### src/rtl/core/ipe_pkg.sv
`timescale 1ns / 1ps
`default_nettype none
// ----------------------------------------------------------------------------
// ipe_pkg
// Shared types, widths and operator codes for the infix evaluator.
// ----------------------------------------------------------------------------
package ipe_pkg;

  localparam int DATA_W       = 32;
  localparam int OP_W         = 2;
  localparam int STACK_DEPTH_DEF = 16;
  localparam int TDATA_W      = 40;

  localparam logic [OP_W-1:0] OP_ADD = 2'd0;
  localparam logic [OP_W-1:0] OP_SUB = 2'd1;
  localparam logic [OP_W-1:0] OP_MUL = 2'd2;
  localparam logic [OP_W-1:0] OP_DIV = 2'd3;

  typedef logic [OP_W-1:0]   op_t;
  typedef logic [DATA_W-1:0] word_t;

  typedef struct packed {
    logic  start;
    op_t   op;
    word_t lhs;
    word_t rhs;
  } alu_req_t;

  typedef struct packed {
    logic  done;
    logic  div_zero;
    word_t value;
  } alu_rsp_t;

  // multiply and divide bind tighter than add and subtract
  function automatic logic prec_hi(input op_t op);
    prec_hi = (op == OP_MUL) || (op == OP_DIV);
  endfunction

endpackage
`default_nettype wire

### src/rtl/core/infix_precedence_evaluator_top.sv
`timescale 1ns / 1ps
`default_nettype none
// ----------------------------------------------------------------------------
// infix_precedence_evaluator_top
// Integer infix expression evaluator over a token stream, two-stack method.
// ----------------------------------------------------------------------------
// Input channel s_*: one token per request. tuser = is_number; tlast marks
// the final token; tdata carries number_value and operator_code.
// Output channel m_*: one request per expression, issued after its last token,
// carrying the wrapped 32-bit value and the divide-by-zero and malformed flags.
// Sequencing: a number token is pushed as it is taken. An operator token is
// taken, compared against the operator stack top (fetch, decide) and pushed;
// before the push, each reduction runs in the shared unit: add, subtract and
// multiply directly, divide one quotient bit per cycle unless the divisor is
// zero; an underflowing reduction pops the operator and sets the malformed flag.
// The last token then drains the operator stack the same way, and the result
// is then loaded in the result state. Worst case is set by STACK_DEPTH chained
// divides through the shared unit.
// s_tready is high only while the sequencer is idle and out of reset.
// Reset empties both stacks, clears both flags and drops any pending result.
// A stalled output holds its result; the next tokens are still taken, and a
// following result waits until the held one has been taken.
// ----------------------------------------------------------------------------
module infix_precedence_evaluator_top
  import ipe_pkg::*;
#(
  parameter int STACK_DEPTH = STACK_DEPTH_DEF
)
(
  input  wire logic               clk,
  input  wire logic               rst,
  input  wire logic               s_tvalid,
  output      logic               s_tready,
  input  wire logic [TDATA_W-1:0] s_tdata,   // [31:0] number_value, [33:32] operator_code
  input  wire logic               s_tuser,   // is_number
  input  wire logic               s_tlast,   // last_token
  output      logic               m_tvalid,
  input  wire logic               m_tready,
  output      logic [TDATA_W-1:0] m_tdata    // [31:0] result_value, [32] div_zero_seen,
                                             // [33] malformed
);

  localparam int AW = (STACK_DEPTH > 1) ? $clog2(STACK_DEPTH) : 1;
  localparam int CW = $clog2(STACK_DEPTH + 1);

  localparam logic [2:0] S_IDLE   = 3'd0;
  localparam logic [2:0] S_FETCH  = 3'd1;
  localparam logic [2:0] S_DECIDE = 3'd2;
  localparam logic [2:0] S_EXEC   = 3'd3;
  localparam logic [2:0] S_RESULT = 3'd4;

  logic [2:0]   state;
  logic [CW-1:0] opnd_cnt;
  logic [CW-1:0] oper_cnt;
  word_t        tos;
  op_t          cur_op;
  logic         cur_last;
  logic         mode_end;
  logic         dz_flag;
  logic         err_flag;
  logic         out_valid;
  logic [TDATA_W-1:0] out_data;

  word_t        opnd_mem [STACK_DEPTH];
  op_t          oper_mem [STACK_DEPTH];
  word_t        opnd_rd;
  op_t          oper_rd;

  logic         s_fire;
  logic         out_free;
  logic [CW-1:0] opnd_m1;
  logic [CW-1:0] opnd_m2;
  logic [CW-1:0] oper_m1;
  logic         opnd_full;
  logic         oper_full;
  logic         push_now;
  logic         opnd_we;
  logic [AW-1:0] opnd_waddr;
  word_t        opnd_wdata;
  logic         oper_we;
  alu_req_t     req;
  alu_rsp_t     rsp;

  assign s_tready = (state == S_IDLE) && !rst;
  assign s_fire   = s_tvalid && s_tready;
  assign out_free = !out_valid || m_tready;
  assign m_tvalid = out_valid;
  assign m_tdata  = out_data;

  always_comb begin
    opnd_m1   = opnd_cnt - CW'(1);
    opnd_m2   = opnd_cnt - CW'(2);
    oper_m1   = oper_cnt - CW'(1);
    opnd_full = opnd_cnt >= CW'(STACK_DEPTH);
    oper_full = oper_cnt >= CW'(STACK_DEPTH);
    push_now  = !mode_end && ((oper_cnt == '0) || (!prec_hi(oper_rd) && prec_hi(cur_op)));

    opnd_we    = (s_fire && s_tuser && !opnd_full) || ((state == S_EXEC) && rsp.done);
    opnd_waddr = (state == S_IDLE) ? opnd_cnt[AW-1:0] : opnd_m2[AW-1:0];
    opnd_wdata = (state == S_IDLE) ? s_tdata[DATA_W-1:0] : rsp.value;
    oper_we    = (state == S_DECIDE) && push_now && !oper_full;

    req.start = (state == S_DECIDE) && !push_now && (oper_cnt != '0)
                && (opnd_cnt >= CW'(2));
    req.op    = oper_rd;
    req.lhs   = opnd_rd;
    req.rhs   = tos;
  end

  always_ff @(posedge clk) begin
    if (opnd_we) begin
      opnd_mem[opnd_waddr] <= opnd_wdata;
    end
    if (oper_we) begin
      oper_mem[oper_cnt[AW-1:0]] <= cur_op;
    end
    opnd_rd <= opnd_mem[opnd_m2[AW-1:0]];
    oper_rd <= oper_mem[oper_m1[AW-1:0]];
  end

  ipe_alu u_alu (
    .clk (clk),
    .rst (rst),
    .req (req),
    .rsp (rsp)
  );

  always_ff @(posedge clk) begin
    if (rst) begin
      state     <= S_IDLE;
      opnd_cnt  <= '0;
      oper_cnt  <= '0;
      dz_flag   <= 1'b0;
      err_flag  <= 1'b0;
      mode_end  <= 1'b0;
      out_valid <= 1'b0;
    end else begin
      if (out_valid && m_tready && !((state == S_RESULT) && out_free)) begin
        out_valid <= 1'b0;
      end
      case (state)
        S_IDLE: begin
          if (s_fire) begin
            cur_op   <= s_tdata[DATA_W +: OP_W];
            cur_last <= s_tlast;
            if (s_tuser) begin
              if (!opnd_full) begin
                opnd_cnt <= opnd_cnt + CW'(1);
                tos      <= s_tdata[DATA_W-1:0];
              end else begin
                err_flag <= 1'b1;
              end
              mode_end <= 1'b1;
              state    <= s_tlast ? S_FETCH : S_IDLE;
            end else begin
              mode_end <= 1'b0;
              state    <= S_FETCH;
            end
          end
        end
        S_FETCH: begin
          state <= S_DECIDE;
        end
        S_DECIDE: begin
          if (push_now) begin
            if (!oper_full) begin
              oper_cnt <= oper_cnt + CW'(1);
            end else begin
              err_flag <= 1'b1;
            end
            mode_end <= 1'b1;
            state    <= cur_last ? S_FETCH : S_IDLE;
          end else if (oper_cnt == '0) begin
            state <= S_RESULT;
          end else begin
            oper_cnt <= oper_m1;
            if (opnd_cnt < CW'(2)) begin
              err_flag <= 1'b1;
              state    <= S_FETCH;
            end else begin
              state <= S_EXEC;
            end
          end
        end
        S_EXEC: begin
          if (rsp.done) begin
            opnd_cnt <= opnd_m1;
            tos      <= rsp.value;
            dz_flag  <= dz_flag | rsp.div_zero;
            state    <= S_FETCH;
          end
        end
        S_RESULT: begin
          if (out_free) begin
            out_valid <= 1'b1;
            out_data  <= {{(TDATA_W - DATA_W - 2){1'b0}},
                          err_flag | (opnd_cnt == '0), dz_flag,
                          (opnd_cnt == '0) ? word_t'(0) : tos};
            opnd_cnt  <= '0;
            oper_cnt  <= '0;
            dz_flag   <= 1'b0;
            err_flag  <= 1'b0;
            state     <= S_IDLE;
          end
        end
        default: begin
          state <= S_IDLE;
        end
      endcase
    end
  end

  a_opnd_bound: assert property (@(posedge clk) disable iff (rst)
    opnd_cnt <= CW'(STACK_DEPTH))
    else $error("operand count beyond stack depth");

  a_oper_bound: assert property (@(posedge clk) disable iff (rst)
    oper_cnt <= CW'(STACK_DEPTH))
    else $error("operator count beyond stack depth");

  a_done_in_exec: assert property (@(posedge clk) disable iff (rst)
    rsp.done |-> (state == S_EXEC))
    else $error("arithmetic unit finished outside execute");

  a_clear_after_result: assert property (@(posedge clk) disable iff (rst)
    ((state == S_RESULT) && out_free) |=> (opnd_cnt == '0) && (oper_cnt == '0)
                                          && m_tvalid)
    else $error("stacks not cleared after result");

  a_start_with_operands: assert property (@(posedge clk) disable iff (rst)
    req.start |-> (opnd_cnt >= CW'(2)) && (oper_cnt != '0))
    else $error("reduction started without operands");

endmodule
`default_nettype wire

### src/rtl/core/ipe_alu.sv
`timescale 1ns / 1ps
`default_nettype none
// ----------------------------------------------------------------------------
// ipe_alu
// Shared arithmetic unit: add, subtract and multiply registered directly from the request;
// truncating signed divide by a restoring shift-subtract loop, one bit per cycle.
// ----------------------------------------------------------------------------
module ipe_alu
  import ipe_pkg::*;
(
  input  wire logic     clk,
  input  wire logic     rst,
  input  wire alu_req_t req,
  output alu_rsp_t      rsp
);

  localparam int IW = $clog2(DATA_W);

  logic              busy;
  logic [IW-1:0]     iter;
  logic              neg;
  word_t             quo;
  word_t             rem;
  word_t             divisor;
  logic              done;
  logic              dz;
  word_t             value;

  word_t             mag_a;
  word_t             mag_b;
  word_t             rem_sh;
  logic              take;
  word_t             rem_next;
  word_t             quo_next;
  word_t             prod;

  always_comb begin
    mag_a    = req.lhs[DATA_W-1] ? (~req.lhs + 1'b1) : req.lhs;
    mag_b    = req.rhs[DATA_W-1] ? (~req.rhs + 1'b1) : req.rhs;
    rem_sh   = {rem[DATA_W-2:0], quo[DATA_W-1]};
    take     = rem_sh >= divisor;
    rem_next = take ? (rem_sh - divisor) : rem_sh;
    quo_next = {quo[DATA_W-2:0], take};
    prod     = req.lhs * req.rhs;
  end

  always_ff @(posedge clk) begin
    if (rst) begin
      busy <= 1'b0;
      done <= 1'b0;
      iter <= '0;
    end else begin
      done <= 1'b0;
      if (busy) begin
        rem  <= rem_next;
        quo  <= quo_next;
        iter <= iter + 1'b1;
        if (iter == IW'(DATA_W - 1)) begin
          busy  <= 1'b0;
          done  <= 1'b1;
          value <= neg ? (~quo_next + 1'b1) : quo_next;
        end
      end else if (req.start) begin
        dz <= 1'b0;
        case (req.op)
          OP_ADD: begin
            value <= req.lhs + req.rhs;
            done  <= 1'b1;
          end
          OP_SUB: begin
            value <= req.lhs - req.rhs;
            done  <= 1'b1;
          end
          OP_MUL: begin
            value <= prod;
            done  <= 1'b1;
          end
          default: begin
            if (req.rhs == '0) begin
              value <= '0;
              dz    <= 1'b1;
              done  <= 1'b1;
            end else begin
              busy    <= 1'b1;
              iter    <= '0;
              neg     <= req.lhs[DATA_W-1] ^ req.rhs[DATA_W-1];
              quo     <= mag_a;
              rem     <= '0;
              divisor <= mag_b;
            end
          end
        endcase
      end
    end
  end

  assign rsp.done     = done;
  assign rsp.div_zero = dz;
  assign rsp.value    = value;

endmodule
`default_nettype wire
### config.mk
export PLATFORM = sky130hd
export DESIGN_NAME = infix_precedence_evaluator_top
export DESIGN_NICKNAME = d
export VERILOG_FILES = /design/src/rtl/core/ipe_pkg.sv /design/src/rtl/core/infix_precedence_evaluator_top.sv /design/src/rtl/core/ipe_alu.sv
export SDC_FILE = /design/constraint.sdc
export NUM_CORES = 2
export LEC_CHECK = 0
export ABC_AREA = 0
export BUFFER_PORTS_ARGS = -buffer_cell sky130_fd_sc_hd__buf_2
export CAP_MARGIN = 10
export CORE_MARGIN = 1.5
export CORE_UTILIZATION = 54
export DETAILED_ROUTE_END_ITERATION = 10
export PLACE_DENSITY = 0.7
export SLEW_MARGIN = 10
export SYNTH_ARGS = -nofsm -noshare
export SYNTH_HDL_FRONTEND = slang
export SYNTH_SLANG_ARGS = --single-unit
### constraint.sdc
create_clock -name clk -period 21.6 [get_ports clk]
set_input_delay 1.08 -clock clk [delete_from_list [all_inputs] [get_ports clk]]
set_output_delay 1.08 -clock clk [all_outputs]
set_load 0.1 [all_outputs]
==> summary.md <==
| Metric | Value |
|---|---|
| Crit-path most repeated cell | `fa_1` |
| Post-CTS setup buffers | `0` |
| CP Capture Type | `flip-flop` |
| CTS tree | `done` |
| Area of the multi-input gates | `~0.027 mm2` |
| Ys Warns | `0` |
| Largest net degree at the start of global routing | `91` |
| CP cell instances | `buf_4, nand2_1, fa_1, inv_1, fa_1, fa_1, inv_1, fa_1, inv_1, fa_1, fa_1, fa_1, fa_1, ha_1, and3_1, a31oi_1, o21ai_0, a311o_1, o31ai_1, o31a_1, o21ai_0, xnor2_1, o311ai_1` |
| Period utilization | `between 30% and 40%` |
| Sequential power share | `19.0%` |
| Sum Neg Setup Slack | `0 ns` |
| Comb pwr share | `66.1%` |
| GR Overflow Total | `0` |
| Post-route worst setup slack | `13.22 ns` |
| Final Power | `9.48 mW` |
| Sink Count | `800` |
| Pre-CTS setup slack | `13.33 ns` |
| Setup crit start kind | `flip-flop` |
| Post-synth EDFFs | `roughly 740` |
| Cells after Synth | `4357` |
| Max clock buf depth | `3` |
| Critical Path Fanout Max | `20` |
| Worst Reg-to-Reg Cells | `23` |
| Buffers on Ports | `75` |
| Max-slew violation count | `0` |
| Storage element area | `0.0235 mm2` |
| Gpl congestion | `0.934` |
| Die area | `0.0992 mm2` |
| Max-slew headroom | `between 20% and 30%` |
| Number of global-route vias before repair | `35200` |
| Worst path top cell family by delay | `adder cells` |
| Outcome | `finished clean` |
| Slowest library cell on the worst path | `dfxtp_1` |
| Fraction of power spent switching nets | `46.2%` |
| Number of fill cells | `7557` |
| Clock transition at the registers of the reported paths | `0.06 ns` |
| Crit path launch | `opnd_rd[9]` |
| Initial core utilization | `54.4%` |
| Via count | `34200` |
| GRT Total Usage | `28.6%` |
| Drt first pass iters | `6` |
| Fmax | `around 120 MHz` |
| Nets | `between 5000 and 6000` |
| Leakage | `22.0 nW` |
| Detail Route Antenna Nets | `0` |
| DRT Wirelength | `137000 um` |
| Library cells used by synthesis | `between 70 and 80` |
| H-tree depth | `3` |
| Worst Hold Class | `flip-flop to flip-flop` |
| Crit path DAT | `~9 ns` |
| Worst path depth | `23` |
| Cell Rows | `114` |
| R2r startpoint | `opnd_rd[9]` |
| Root Buffer | `clkbuf_16` |
| Sequential area share after synthesis | `between 40% and 50%` |
| RSZ-0062 raised after global routing | `no` |
| Clock share of power | `14.9%` |
| Final setup vio count | `0` |
| Post-Syn Area per Cell | `12.1 um2` |
| Fin util | `59.2%` |
| Resize count post-CTS | `0` |
| Reg-to-Reg End | `u_alu.value[31]` |
| CTS Hold Bufs | `0` |
| Post-Place Cells | `~5600` |
| Final HPWL DP | `between 80000 and 90000 um` |
| First-pass GRT wire length | `212000 um` |
| Core Box Area | `slightly below 0.1 mm2` |
| Antenna violations before repair | `4` |
| Crit-path max cell delay | `between 0.7 and 0.8 ns` |
| Psw | `4.38 mW` |
| CTS Buf Count | `82` |
| Clk_lat worst skew | `0.68 ns` |
| Pwr Density | `166 mW/mm2` |
| Worst R2R Setup Slack | `around 13 ns` |
| Synth Flop Type | `edfxtp_1` |
| WL/cell | `between 20 and 25 um` |
| Min cycle time layout | `8.38 ns` |
| Layout Skew | `0.0292 ns` |
| Ys async rst share | `0%` |
| Netlist Area Pre-Place | `0.0525 mm2` |
| CP Data Required Time | `21.99 ns` |
| Die Ht | `315 um` |
| Max cap viols | `0` |
| Setup CP Type | `flip-flop to flip-flop` |
| Internal power | `5.10 mW` |
| Layout area overhead | `8.82%` |
| DRC Markers | `0` |
| Fin. Hold Viols | `0` |
| Initial DRC count | `3285` |
| Flops & latches, synth | `800` |
| IO Count | `a little under 90` |
| CP bufs+invs | `4` |
| Share of post-route cells with drive strength above 1 | `12.0%` |
| Cell Count, Final, Fillers Out | `5710` |
| Peak supply drop | `between 0.6 and 0.7 mV` |
| Via-to-Cell Ratio | `5.99` |
| Crit path to | `u_alu.value[31]` |
| Die width | `315 um` |
| Worst-Margin Slew | `1.08 ns` |
state kept, by name, summed over array words and instances (netlist names), 2 cells and up:
name           count
oper_rd            2
u_alu.value       32
u_alu.rem         31
u_alu.divisor     32
u_alu.quo         32
opnd_rd           32
opnd_mem         512
opnd_cnt           5
state              3
cur_op             2
oper_cnt           5
m_tdata           34
u_alu.iter         5
oper_mem          32
tos               32
cell families (layout without fill, tap and decap cells):
group / Yosys count / in the layout / share of synthesized area [%]
adder cells (fa/ha/maj): 612 / 612 / 20.5
AO/OA/AOI/OAI: 489 / 489 / 5.99
XOR/XNOR: 243 / 243 / 4.05
buffers and inverters: 707 / 778 / 5.10
multiplexers: 182 / 182 / 7.52
other: 1 / 7 / 0.00714
AND/OR/NAND/NOR: 1323 / 1323 / 12.2
flip-flops: 800 / 800 / 44.6
synth_stat cells, drive strengths merged, types with 6 or more instances:
master | count | area [um2]
nand3 | 34 | 170
fa | 411 | 8230
and2 | 314 | 1960
o21bai | 10 | 75.1
a21o | 36 | 270
buf | 26 | 125
nor2 | 143 | 539
a2111oi | 6 | 52.6
mux2i | 9 | 90.1
mux4 | 170 | 3830
nor4 | 10 | 62.6
nand2b | 32 | 200
or2 | 12 | 75.1
or4 | 9 | 71.3
o22ai | 7 | 43.8
edfxtp | 742 | 22300
nor2b | 44 | 275
o31a | 9 | 78.8
or3 | 35 | 240
o211ai | 8 | 60.1
clkbuf | 230 | 863
a21oi | 131 | 656
xor2 | 110 | 963
a211oi | 24 | 180
nand2 | 598 | 2240
o31ai | 36 | 270
a31oi | 6 | 37.5
ha | 201 | 2510
xnor2 | 133 | 1160
a22oi | 8 | 60.1
a311oi | 6 | 52.6
o21a | 13 | 97.6
and3 | 11 | 68.8
o41ai | 17 | 149
inv | 450 | 1690
o21ai | 120 | 604
nor3 | 42 | 215
nand4 | 16 | 100
a221oi | 9 | 78.8
dfxtp | 58 | 1160
a21boi | 8 | 60.1
placed cells by master, fill, tap and decap left out, types with 123 or more instances in the layout:
cell,instances
mux4_2,170
a21oi_1,131
inv_1,450
ha_1,200
nor2_1,123
xnor2_1,133
fa_1,411
nand2_1,598
and2_1,314
edfxtp_1,742
through the flow:
| stage | hold slack (ns) | area, um2 |
|---|---|---|
| 2_1_floorplan | 0.408 | 52500 |
| 3_3_place_gp | 0.414 | 54500 |
| 3_5_place_dp | 0.422 | 54500 |
| 4_1_cts | 0.434 | 57200 |
| 5_1_grt | 0.446 | 57200 |
| 6_report | 0.434 | 57200 |
routing by layer:
layer	vias to the layer above	GRT usage [%]	wire length, um
met2	1527	46.8	65800
met3	328	4.95	11300
met1	17400	37.7	53600
met4	4	12.5	6480
met5	-	0.242	41
li1	15000	-	-
worst min-delay path by stage:
stage          startpoint     endpoint  slack, ns  depth (start not counted)
6_report          dz_flag  m_tdata[32]       0.43                          0
4_1_cts           dz_flag  m_tdata[32]       0.43                          0
2_1_floorplan     dz_flag  m_tdata[32]       0.41                          0
3_5_place_dp      dz_flag  m_tdata[32]       0.42                          0
5_1_grt           dz_flag  m_tdata[32]       0.45                          0
3_3_place_gp      dz_flag  m_tdata[32]       0.41                          0
power groups by stage:
stage | Sequential, mW | Combinational [mW] | Clock (mW)
after floorplan | 1.82 | 4.36 | 0
after global placement | 1.83 | 6.13 | 0
after detailed placement | 1.83 | 6.15 | 0
after CTS | 1.80 | 6.22 | 1.44
after global routing | 1.80 | 6.88 | 1.49
final | 1.80 | 6.27 | 1.42
final cells by class:
type                       count  share of cell area, %
tap                         1276                   2.79
clock buffer                 100                   3.76
sequential                   800                   41.0
antenna                        1                0.00438
inverter                     451                   2.96
multi-input combinational   2855                   46.5
clock inverter                54                  0.965
timing repair buffer         173                   1.94
Power figures use the tool's default switching activity.
